[config.mk]
export PLATFORM = sky130hd
export DESIGN_NAME = unique_key_fifo
export DESIGN_NICKNAME = d
export VERILOG_FILES = /design/src/rtl/ukf_pkg.sv /design/src/rtl/ukf_ram.sv /design/src/rtl/ukf_datapath.sv /design/src/rtl/ukf_ctrl.sv /design/src/rtl/unique_key_fifo.sv
export SDC_FILE = /design/constraint.sdc
export NUM_CORES = 2
export LEC_CHECK = 0
export ABC_AREA = 1
export BUFFER_PORTS_ARGS = -buffer_cell sky130_fd_sc_hd__clkbuf_2
export CORE_MARGIN = 3
export CORE_UTILIZATION = 25
export CTS_CLUSTER_SIZE = 10
export DETAILED_ROUTE_END_ITERATION = 10
export PLACE_DENSITY = 0.42
export SETUP_SLACK_MARGIN = 0.4
export SYNTH_ARGS = -nofsm -noshare
export SYNTH_HDL_FRONTEND = slang
export SYNTH_SLANG_ARGS = --single-unit
[constraint.sdc]
create_clock -name i_clk -period 12.1 [get_ports i_clk]
set_clock_uncertainty 0.2 [all_clocks]
set_input_delay 1.21 -clock i_clk [delete_from_list [all_inputs] [get_ports i_clk]]
set_output_delay 1.21 -clock i_clk [all_outputs]
set_load 0.02 [all_outputs]
[src/rtl/ukf_pkg.sv]
// shared types, codes and defaults for the unique-key fifo
package ukf_pkg;

    localparam int UKF_DEPTH = 16;

    localparam logic [1:0] ACT_ENQ   = 2'd0;
    localparam logic [1:0] ACT_DEQ   = 2'd1;
    localparam logic [1:0] ACT_QUERY = 2'd2;
    localparam logic [1:0] ACT_RSVD  = 2'd3;

    typedef enum logic [2:0] {
        ST_ENQUEUED  = 3'd0,
        ST_DUPLICATE = 3'd1,
        ST_FULL      = 3'd2,
        ST_DEQUEUED  = 3'd3,
        ST_UNDERFLOW = 3'd4,
        ST_QUERY     = 3'd5
    } t_status;

    typedef struct packed {
        logic [1:0]         action;
        logic signed [31:0] new_key;
        logic signed [31:0] new_value;
    } t_in;

    typedef struct packed {
        logic [2:0]         status;
        logic signed [31:0] out_key;
        logic signed [31:0] out_value;
        logic [4:0]         entry_count;
        logic               empty_flag;
    } t_out;

    typedef enum logic [1:0] {
        S_IDLE,
        S_SCAN,
        S_DEQ_RD,
        S_FIN
    } t_state;

    typedef struct packed {
        logic load;
        logic scan;
        logic deq_rd;
        logic commit;
    } t_dp_cmd;

    typedef struct packed {
        logic scan_done;
        logic hit;
    } t_dp_stat;

endpackage

[src/rtl/ukf_ram.sv]
// generic single-write, single-read ram with registered read data
module ukf_ram #(
    parameter int WIDTH = 64,
    parameter int DEPTH = 16,
    localparam int AW = (DEPTH > 1) ? $clog2(DEPTH) : 1
) (
    input  logic             i_clk,
    input  logic             i_we,
    input  logic [AW-1:0]    i_waddr,
    input  logic [WIDTH-1:0] i_wdata,
    input  logic             i_re,
    input  logic [AW-1:0]    i_raddr,
    output logic [WIDTH-1:0] o_rdata
);

    logic [WIDTH-1:0] r_mem [DEPTH];
    logic [WIDTH-1:0] r_rdata;

    always_ff @(posedge i_clk) begin
        if (i_we) begin
            r_mem[i_waddr] <= i_wdata;
        end
        if (i_re) begin
            r_rdata <= r_mem[i_raddr];
        end
    end

    assign o_rdata = r_rdata;

endmodule

[src/rtl/ukf_datapath.sv]
// ring pointers, fill count, key scan and result register
module ukf_datapath import ukf_pkg::*; #(
    parameter int DEPTH = UKF_DEPTH
) (
    input  logic     i_clk,
    input  logic     i_rst_n,
    input  t_dp_cmd  i_cmd,
    input  t_in      i_item,
    output t_dp_stat o_stat,
    output t_out     o_item
);

    localparam int AW = (DEPTH > 1) ? $clog2(DEPTH) : 1;
    localparam int CW = $clog2(DEPTH + 1);

    logic [AW-1:0] r_head, n_head;
    logic [AW-1:0] r_tail, n_tail;
    logic [CW-1:0] r_count, n_count;
    logic [AW-1:0] r_ptr, n_ptr;
    logic [CW-1:0] r_left, n_left;
    logic          r_pend, n_pend;
    logic          r_hit, n_hit;
    t_in           r_item, n_item;
    t_out          r_out, n_out;

    logic          ram_we;
    logic          ram_re;
    logic [AW-1:0] ram_raddr;
    logic [63:0]   ram_rdata;
    logic signed [31:0] rd_key;
    logic signed [31:0] rd_value;

    function automatic logic [AW-1:0] next_slot(input logic [AW-1:0] idx);
        return (idx == AW'(DEPTH - 1)) ? '0 : idx + AW'(1);
    endfunction

    assign rd_key   = ram_rdata[63:32];
    assign rd_value = ram_rdata[31:0];

    // scan reads walk from head, dequeue reads the head slot
    assign ram_re    = (i_cmd.scan && (r_left != '0)) || i_cmd.deq_rd;
    assign ram_raddr = i_cmd.deq_rd ? r_head : r_ptr;

    ukf_ram #(
        .WIDTH (64),
        .DEPTH (DEPTH)
    ) u_store (
        .i_clk   (i_clk),
        .i_we    (ram_we),
        .i_waddr (r_tail),
        .i_wdata ({r_item.new_key, r_item.new_value}),
        .i_re    (ram_re),
        .i_raddr (ram_raddr),
        .o_rdata (ram_rdata)
    );

    always_comb begin
        n_head  = r_head;
        n_tail  = r_tail;
        n_count = r_count;
        n_ptr   = r_ptr;
        n_left  = r_left;
        n_pend  = r_pend;
        n_hit   = r_hit;
        n_item  = r_item;
        n_out   = r_out;
        ram_we  = 1'b0;

        if (i_cmd.load) begin
            n_item = i_item;
            n_ptr  = r_head;
            n_left = r_count;
            n_pend = 1'b0;
            n_hit  = 1'b0;
        end

        if (i_cmd.scan) begin
            n_pend = (r_left != '0);
            if (r_left != '0) begin
                n_ptr  = next_slot(r_ptr);
                n_left = r_left - CW'(1);
            end
            if (r_pend && (rd_key == r_item.new_key)) begin
                n_hit = 1'b1;
            end
        end

        if (i_cmd.commit) begin
            n_out.status    = ST_QUERY;
            n_out.out_key   = '0;
            n_out.out_value = '0;
            unique case (r_item.action)
                ACT_ENQ: begin
                    if (r_hit) begin
                        n_out.status = ST_DUPLICATE;
                    end else if (r_count == CW'(DEPTH)) begin
                        n_out.status = ST_FULL;
                    end else begin
                        ram_we       = 1'b1;
                        n_tail       = next_slot(r_tail);
                        n_count      = r_count + CW'(1);
                        n_out.status = ST_ENQUEUED;
                    end
                end
                ACT_DEQ: begin
                    if (r_count == '0) begin
                        n_out.status = ST_UNDERFLOW;
                    end else begin
                        n_out.out_key   = rd_key;
                        n_out.out_value = rd_value;
                        n_head          = next_slot(r_head);
                        n_count         = r_count - CW'(1);
                        n_out.status    = ST_DEQUEUED;
                    end
                end
                default: begin
                    n_out.status = ST_QUERY;
                end
            endcase
            n_out.entry_count = 5'(n_count);
            n_out.empty_flag  = (n_count == '0);
        end
    end

    always_ff @(posedge i_clk) begin
        if (!i_rst_n) begin
            r_head  <= '0;
            r_tail  <= '0;
            r_count <= '0;
            r_pend  <= 1'b0;
            r_hit   <= 1'b0;
            r_left  <= '0;
        end else begin
            r_head  <= n_head;
            r_tail  <= n_tail;
            r_count <= n_count;
            r_pend  <= n_pend;
            r_hit   <= n_hit;
            r_left  <= n_left;
        end
    end

    always_ff @(posedge i_clk) begin
        r_ptr  <= n_ptr;
        r_item <= n_item;
        r_out  <= n_out;
    end

    assign o_stat.scan_done = (r_left == '0) && !r_pend;
    assign o_stat.hit       = r_hit;
    assign o_item           = r_out;

    a_count_bound: assert property (@(posedge i_clk) disable iff (!i_rst_n)
        r_count <= CW'(DEPTH))
        else $error("fill count above depth");

    a_ring_wrap: assert property (@(posedge i_clk) disable iff (!i_rst_n)
        (r_count == '0 || r_count == CW'(DEPTH)) |-> (r_head == r_tail))
        else $error("head and tail disagree with empty or full ring");

endmodule

[src/rtl/ukf_ctrl.sv]
// sequencer for load, key scan, dequeue read and result commit
module ukf_ctrl import ukf_pkg::*; (
    input  logic       i_clk,
    input  logic       i_rst_n,
    input  logic       i_in_valid,
    input  logic [1:0] i_in_action,
    input  logic       i_out_stall,
    input  t_dp_stat   i_stat,
    output logic       o_in_stall,
    output logic       o_out_valid,
    output t_dp_cmd    o_cmd
);

    t_state r_state, n_state;
    logic   r_valid, n_valid;
    logic   out_free;

    // result register can take a new transaction this cycle
    assign out_free = !r_valid || !i_out_stall;

    always_comb begin
        n_state = r_state;
        unique case (r_state)
            S_IDLE: begin
                if (i_in_valid) begin
                    unique case (i_in_action)
                        ACT_ENQ: n_state = S_SCAN;
                        ACT_DEQ: n_state = S_DEQ_RD;
                        default: n_state = S_FIN;
                    endcase
                end
            end
            S_SCAN: begin
                if (i_stat.scan_done || i_stat.hit) begin
                    n_state = S_FIN;
                end
            end
            S_DEQ_RD: n_state = S_FIN;
            S_FIN: begin
                if (out_free) begin
                    n_state = S_IDLE;
                end
            end
            default: n_state = S_IDLE;
        endcase
    end

    always_comb begin
        o_cmd.load   = (r_state == S_IDLE) && i_in_valid;
        o_cmd.scan   = (r_state == S_SCAN);
        o_cmd.deq_rd = (r_state == S_DEQ_RD);
        o_cmd.commit = (r_state == S_FIN) && out_free;
        o_in_stall   = (r_state != S_IDLE);
    end

    always_comb begin
        priority if (o_cmd.commit) begin
            n_valid = 1'b1;
        end else if (!i_out_stall) begin
            n_valid = 1'b0;
        end else begin
            n_valid = r_valid;
        end
    end

    always_ff @(posedge i_clk) begin
        if (!i_rst_n) begin
            r_state <= S_IDLE;
            r_valid <= 1'b0;
        end else begin
            r_state <= n_state;
            r_valid <= n_valid;
        end
    end

    assign o_out_valid = r_valid;

    a_busy_after_load: assert property (@(posedge i_clk) disable iff (!i_rst_n)
        o_cmd.load |=> (r_state != S_IDLE))
        else $error("accepted transaction left no work in flight");

    a_commit_shows: assert property (@(posedge i_clk) disable iff (!i_rst_n)
        o_cmd.commit |=> (o_out_valid && (r_state == S_IDLE)))
        else $error("committed result not presented");

endmodule

[src/rtl/unique_key_fifo.sv]
// top level of the fifo of key/value pairs that refuses duplicate keys
// enqueue: the key scan reads the filled slots from the head, one slot a cycle;
// a duplicate key ends the scan early
// dequeue: one registered ram read of the head slot; query: no ram read
// next transaction is accepted in the cycle after the result is registered
// reset: synchronous active low, empties the ring; slot contents are left as they were
module unique_key_fifo import ukf_pkg::*; #(
    parameter int DEPTH = UKF_DEPTH
) (
    input  logic i_clk,
    input  logic i_rst_n,
    input  logic i_in_valid,
    output logic o_in_stall,
    input  t_in  i_in_data,
    output logic o_out_valid,
    input  logic i_out_stall,
    output t_out o_out_data
);

    t_dp_cmd  cmd;
    t_dp_stat stat;

    ukf_ctrl u_ctrl (
        .i_clk       (i_clk),
        .i_rst_n     (i_rst_n),
        .i_in_valid  (i_in_valid),
        .i_in_action (i_in_data.action),
        .i_out_stall (i_out_stall),
        .i_stat      (stat),
        .o_in_stall  (o_in_stall),
        .o_out_valid (o_out_valid),
        .o_cmd       (cmd)
    );

    ukf_datapath #(
        .DEPTH (DEPTH)
    ) u_dp (
        .i_clk   (i_clk),
        .i_rst_n (i_rst_n),
        .i_cmd   (cmd),
        .i_item  (i_in_data),
        .o_stat  (stat),
        .o_item  (o_out_data)
    );

endmodule

* Word-level counts from Yosys, hierarchy flattened
Memory sizes are Yosys's and may differ from the RTL's. A register that Yosys moved wholly into a read port is not among the register bits. Index checks and enable logic that the tools add are counted.
Word-level totals: flip-flop bits (word level) 166, bits in writable memories 1024, input port bits 70, output and inout bits 75, word-level logic and storage cells 103, memories 1
Memory list:
- u_dp.u_store.r_mem | depth 16, bits a word 64, rd ports 1, clocked after Yosys merged registers in 1, write ports 1, line ukf_ram.sv:16 | logic [WIDTH-1:0] r_mem [DEPTH];
Cells by class: add/subtract/negate cells 6, equal/unequal tests 14, muxes and demuxes 37, bitwise operators 4, reduce and logical (&&, ||, !) cells 24
Operators with widths (number):
- $mux 5 | 7
- $eq 32x32->1 | 1
- $mux 4 | 7
- $logic_not 5->1 | 3
- $mux 1 | 13
- $add 4x1->4 const B | 3
- $eq 4x4->1 const B | 3
- $pmux 5 s2 | 1
- $sub 5x1->5 const B | 2
- $mux 2 | 4
- $pmux 2 s4 | 1
- $eq 2x1->1 const B | 3
- $logic_not 2->1 | 3
- $mux 3 | 2
- $pmux 3 s2 | 1
- $reduce_and 3->1 | 2
- $add 5x1->5 const B | 1
- $eq 5x5->1 const B | 1
- $logic_and 1x1->1 | 5
- $reduce_bool 5->1 | 1
- $eq 2x2->1 const B | 2
- $ne 2x1->1 const B | 2
- $ne 2x2->1 const B | 2
- $not 1->1 | 4
- 6 further kinds | 11

* Logic depth before layout (Yosys ltp)
word-level depth 7, gate-level depth with buffers 14, depth with buffers taken out 12

* Cells and area by module
A second synthesis with hierarchy kept.
Second synthesis, totals: cells, all modules 4866, area total of the unflattened synthesis 52904.5 um^2
By module, submodules not included:
- ukf_ram | times used 1, cells each 4210, area each 45926.5 um^2, sequential area each 32671.3 um^2
- ukf_datapath | times used 1, cells each 619, area each 6736.5 um^2, sequential area each 4654.5 um^2
- ukf_ctrl | times used 1, cells each 37, area each 241.5 um^2, sequential area each 60.1 um^2

* Worst setup path after synthesis
No wires, ideal clock.
kind input to register, from input port i_out_stall, to memory u_dp.u_store.r_mem[11][0] (enable), setup time 0.486 ns, data arrival time 6.411 ns, required time 11.414 ns, slack 5.002 ns, stages on the path 7, path buffers 0, path through nand2_1 nand2_1 inv_1 nand3_1 inv_1 nand3_1 nor2_1
RTL lines:
- from (decl) | line unique_key_fifo.sv:16 | input logic i_out_stall,
- to (decl) | line ukf_ram.sv:16

* Final worst setup path
from register u_ctrl.r_state[0], to register u_dp.u_store.r_rdata[35] (netlist: u_dp.u_store.o_rdata[35]) (read register of u_dp.u_store.r_mem), data pin
On the way: cells in the longest elaborated chain, start to end 3, elaborated cells between the ends (all ways) 5, classes of those cells 2 x eq/ne; 1 x mux; 2 x reduce/logical
RTL lines:
- from (decl) | line ukf_ctrl.sv:14 | t_state r_state, n_state;
- from (signal assigned) | line ukf_ctrl.sv:71 | r_state <= n_state;
- $eq 2x1->1 | line ukf_ctrl.sv:50 | o_cmd.scan = (r_state == S_SCAN);
- $logic_and 1x1->1 | line ukf_datapath.sv:41 | assign ram_re = (i_cmd.scan && (r_left != '0)) || i_cmd.deq_rd;
- $logic_or 1x1->1 | line ukf_datapath.sv:41
- to (decl) | line ukf_ram.sv:17 | logic [WIDTH-1:0] r_rdata;
Parallel ways exist; a longest one is shown, timed or not. A chain may end at the register's enable or synchronous reset.

==> results_dict.tcl <==
set metrics [dict create \
    internal-power_w 0.008459 \
    synth-warning-count 0 \
    rr_worst_depth 11 \
    antenna_found_initial 3 \
    finalCriticalPeriod_ns 5.227 \
    ys_seq_area_share_pct 75.27 \
    syn-cell-area_sq_mm 0.04967 \
    drv_cap 0 \
    drtIter0Drc 2340 \
    hold_depth 2 \
    r2r-start "u_ctrl.r_state[0]" \
    grt_use_met3_pct 2.113 \
    clkPwrFrac_pct 32.0 \
    slew_headroom_pct 20.19 \
    r2r-end "u_dp.u_store.o_rdata[35]" \
    timing.fmax_mhz 191.3 \
    crit_path_top_delay_cell "buf_4" \
    ir_drop_uv 175.3 \
    finalCoreUtilization_pct 29.26 \
    wirelength_mm 140.4 \
    vias 29630 \
    place_ws_ns 6.585 \
    grt_overflow_total 0 \
    hold_viol 0 \
    setup_tns_ns 0 \
    vias_per_cell 4.550 \
    cts_buffers 148 \
    root_buffer "clkbuf_16" \
    synth.distinct_cells 35 \
    syn_nets 3821 \
    cpPeakStageDelay_ns 0.83 \
    clk_latency_ns 0.77 \
    hold-path-endpoint "u_dp.r_pend" \
    setup-violations-final 0 \
    fillers 20010 \
    power_frac_comb_pct 23.6 \
    die_y_um 451.7 \
    fin_nets 3913 \
    regToRegSetupSlack_ns 6.87 \
    grtUsageTotal_pct 13.56 \
    worst_slew_pin_slew_ns 1.194 \
    setup_slack_ns 6.873 \
    power.leakage_nw 18.92 \
    clkTransAtPathRegs_ns 0.06 \
    io_pins 145 \
    wl_per_cell_um 21.56 \
    rsz0062_at_grt "no" \
    status "completed" \
    dpl_cell_area_sq_mm 0.05319 \
    initial_utilization_pct 25.31 \
    ant_nets 0 \
    synthCells 3736 \
    crit_fanout 127 \
    p_sw_w 0.004208 \
    p_total_w 0.01267 \
    min_period_over_period_pct 43.20 \
    cts_sinks 1254 \
    core_sq_mm 0.1962 \
    post_cts_resized 0 \
    synth_largest_area_cell "edfxtp_1" \
    path_class "register to register" \
    grt_pass1_vias 29510 \
    dp_hpwl_mm 73.27 \
    busiest_layer "met2" \
    worst_setup_path_end_kind "register" \
    syn_to_final_growth_pct 15.60 \
    first_pass_iters 5 \
    powerDensity_mw_per_mm2 220.6 \
    crit_path_cell_trace "inv_1 > ha_1 > nand2_8 > nand2_8 > buf_4 > buf_4 > a21oi_1 > o21ai_1 > o211ai_1 > nand3_1 > nand2_1" \
    cts.htree.levels 4 \
    min_from "u_dp.r_pend" \
    numPortBuffers 144 \
    drive_gt1_share_pct 10.14 \
    ctsHoldBuffers 0 \
    p_seq_share_pct 44.4 \
    cts_tree "yes" \
    maxSlewViolCount 0 \
    dieArea_sq_mm 0.2041 \
    place_congestion 0.7283 \
    synth_top_area_share_pct 74.18 \
    switching_share_pct 33.22 \
    synth_area_leaders "edfxtp_1 (74%), a21oi_1 (5.4%), o211ai_1 (3.9%)" \
    ys_ff_latch 1254 \
    die_w_um 451.7 \
    start_kind "register" \
    arrival_ns 5.54 \
    rows 162 \
    syn_avg_cell_area_sq_um 13.29 \
    grt_pass1_wl_mm 207.6 \
    grt_max_degree 201 \
    postCtsSetupBuffers 0 \
    required_ns 12.41 \
    hold_class "register to register" \
    drc 0 \
    cts_buffer_depth 3 \
    use_met2_pct 21.77 \
    fin_area_sq_mm 0.05742 \
    met1_usage_pct 18.97 \
]
==> power by group through the flow <==
stage          Sequential, W  Combinational [W]  Clock, W
4_1_cts              0.00564            0.00306   0.00419
3_5_place_dp         0.00573            0.00306         0
5_1_grt              0.00567            0.00338   0.00435
2_1_floorplan        0.00558            0.00208         0
6_report             0.00562            0.00299   0.00405
3_3_place_gp         0.00573            0.00305         0
==> placed cells by master (no fill, tap or decap), drive strengths merged <==
cell     synthesis  layout
a211oi           1       1
a21oi          534     534
a221oi           1       1
a22oi            1       1
a31oi            6       6
buf             93      50
bufinv           0       2
clkbuf         159     333
clkinv           1      11
dfxtp           27      27
diode            0       1
edfxtp        1227    1227
ha              15      15
inv            392     399
nand2          184     184
nand3          148     148
nand4           10      10
nor2           115     115
nor3             4       4
nor4             1       1
o211ai         258     258
o21a             1       1
o21ai          535     535
o22ai            3       3
o2bb2ai          1       1
o31ai            3       3
or2              1       1
xnor2           12      12
xor2             3       3
==> cells by family (layout without fill, tap and decap cells) <==
group / Yosys count / in the layout / share of synthesized area (%)
buf+inv: 645 / 795 / 5.189
other cells: 0 / 1 / 0
flops: 1254 / 1254 / 75.27
xor+xnor: 15 / 15 / 0.2645
compound gates: 1344 / 1344 / 14.93
simple gates: 463 / 463 / 3.963
fa+ha+maj: 15 / 15 / 0.3779
==> critical path: cells and delay by family, from the launching register on <==
family,cells,cell delay (ns)
adders and majority gates,1,0.59
and+or+nand+nor,4,1.64
DFF,1,0.33
buffers and inverters,3,1.68
AOI/OAI and AO/OA,3,0.37
==> layer usage <==
layer / part of all wire (%) / vias to the layer above
li1: - / 14000
met1: 48 / 14870
met2: 47 / 581
met3: 3.8 / 177
met4: 2.0 / 0
met5: 0 / -
==> synth_stat cells <==
library cell,n
edfxtp_1,1227
a21oi_1,534
inv_1,390
o21ai_0,327
o211ai_1,258
o21ai_1,207
nand2_1,180
clkbuf_1,153
nand3_1,148
nor2_1,115
buf_2,65
dfxtp_1,27
buf_1,16
ha_1,15
xnor2_1,12
nand4_1,10
a31oi_1,6
buf_4,6
buf_6,6
clkbuf_2,6
nand2_2,4
nor3_1,4
o22ai_1,3
o31ai_1,3
xor2_1,3
inv_2,2
a211oi_1,1
a221oi_1,1
a22oi_1,1
clkinv_1,1
nor4_1,1
o21a_1,1
o21ai_4,1
o2bb2ai_1,1
or2_2,1
==> metrics by stage <==
stage / hold slack [ns] / std cells
after floorplan: 0.2436 / 3736
after global placement: 0.2496 / 6302
after detailed placement: 0.2612 / 6302
after CTS: 0.2700 / 6510
after global routing: 0.2902 / 6511
final: 0.2711 / 6511
==> registers in the layout, summed over array words and instances (netlist names), 2 cells and up <==
name,flops
u_dp.o_item,73
u_dp.u_store.r_mem,1024
u_dp.r_left,5
u_dp.r_count,5
u_dp.r_tail,4
u_dp.r_ptr,4
u_dp.u_store.o_rdata,64
u_dp.r_item,66
u_ctrl.r_state,2
u_dp.r_head,4
==> area by class of cell <==
cell class | count | area, sq um | area share, %
antenna | 1 | 2.502 | 0.004358
clock buffer | 189 | 4005 | 6.976
clock inverter | 19 | 217.7 | 0.3792
inverter | 393 | 1488 | 2.591
multi-input combinational | 1837 | 9901 | 17.24
sequential | 1254 | 37390 | 65.11
tap | 2624 | 3283 | 5.718
timing repair buffer | 194 | 1134 | 1.974
==> worst max-delay path by stage <==
stage	startpoint	cells past startpoint	end	slack [ns]
floorplan	i_out_stall	7	u_dp.u_store.r_mem[11][0]	5.00
global route	u_ctrl.r_state[0]	11	u_dp.u_store.o_rdata[35]	6.39
CTS	u_ctrl.r_state[0]	11	u_dp.u_store.o_rdata[35]	6.85
finish	u_ctrl.r_state[0]	11	u_dp.u_store.o_rdata[35]	6.87
global placement	i_out_stall	9	u_dp.u_store.r_mem[6][35]	6.67
detailed placement	i_out_stall	9	u_dp.u_store.r_mem[6][35]	6.58
(Power assumes the default switching activity.)
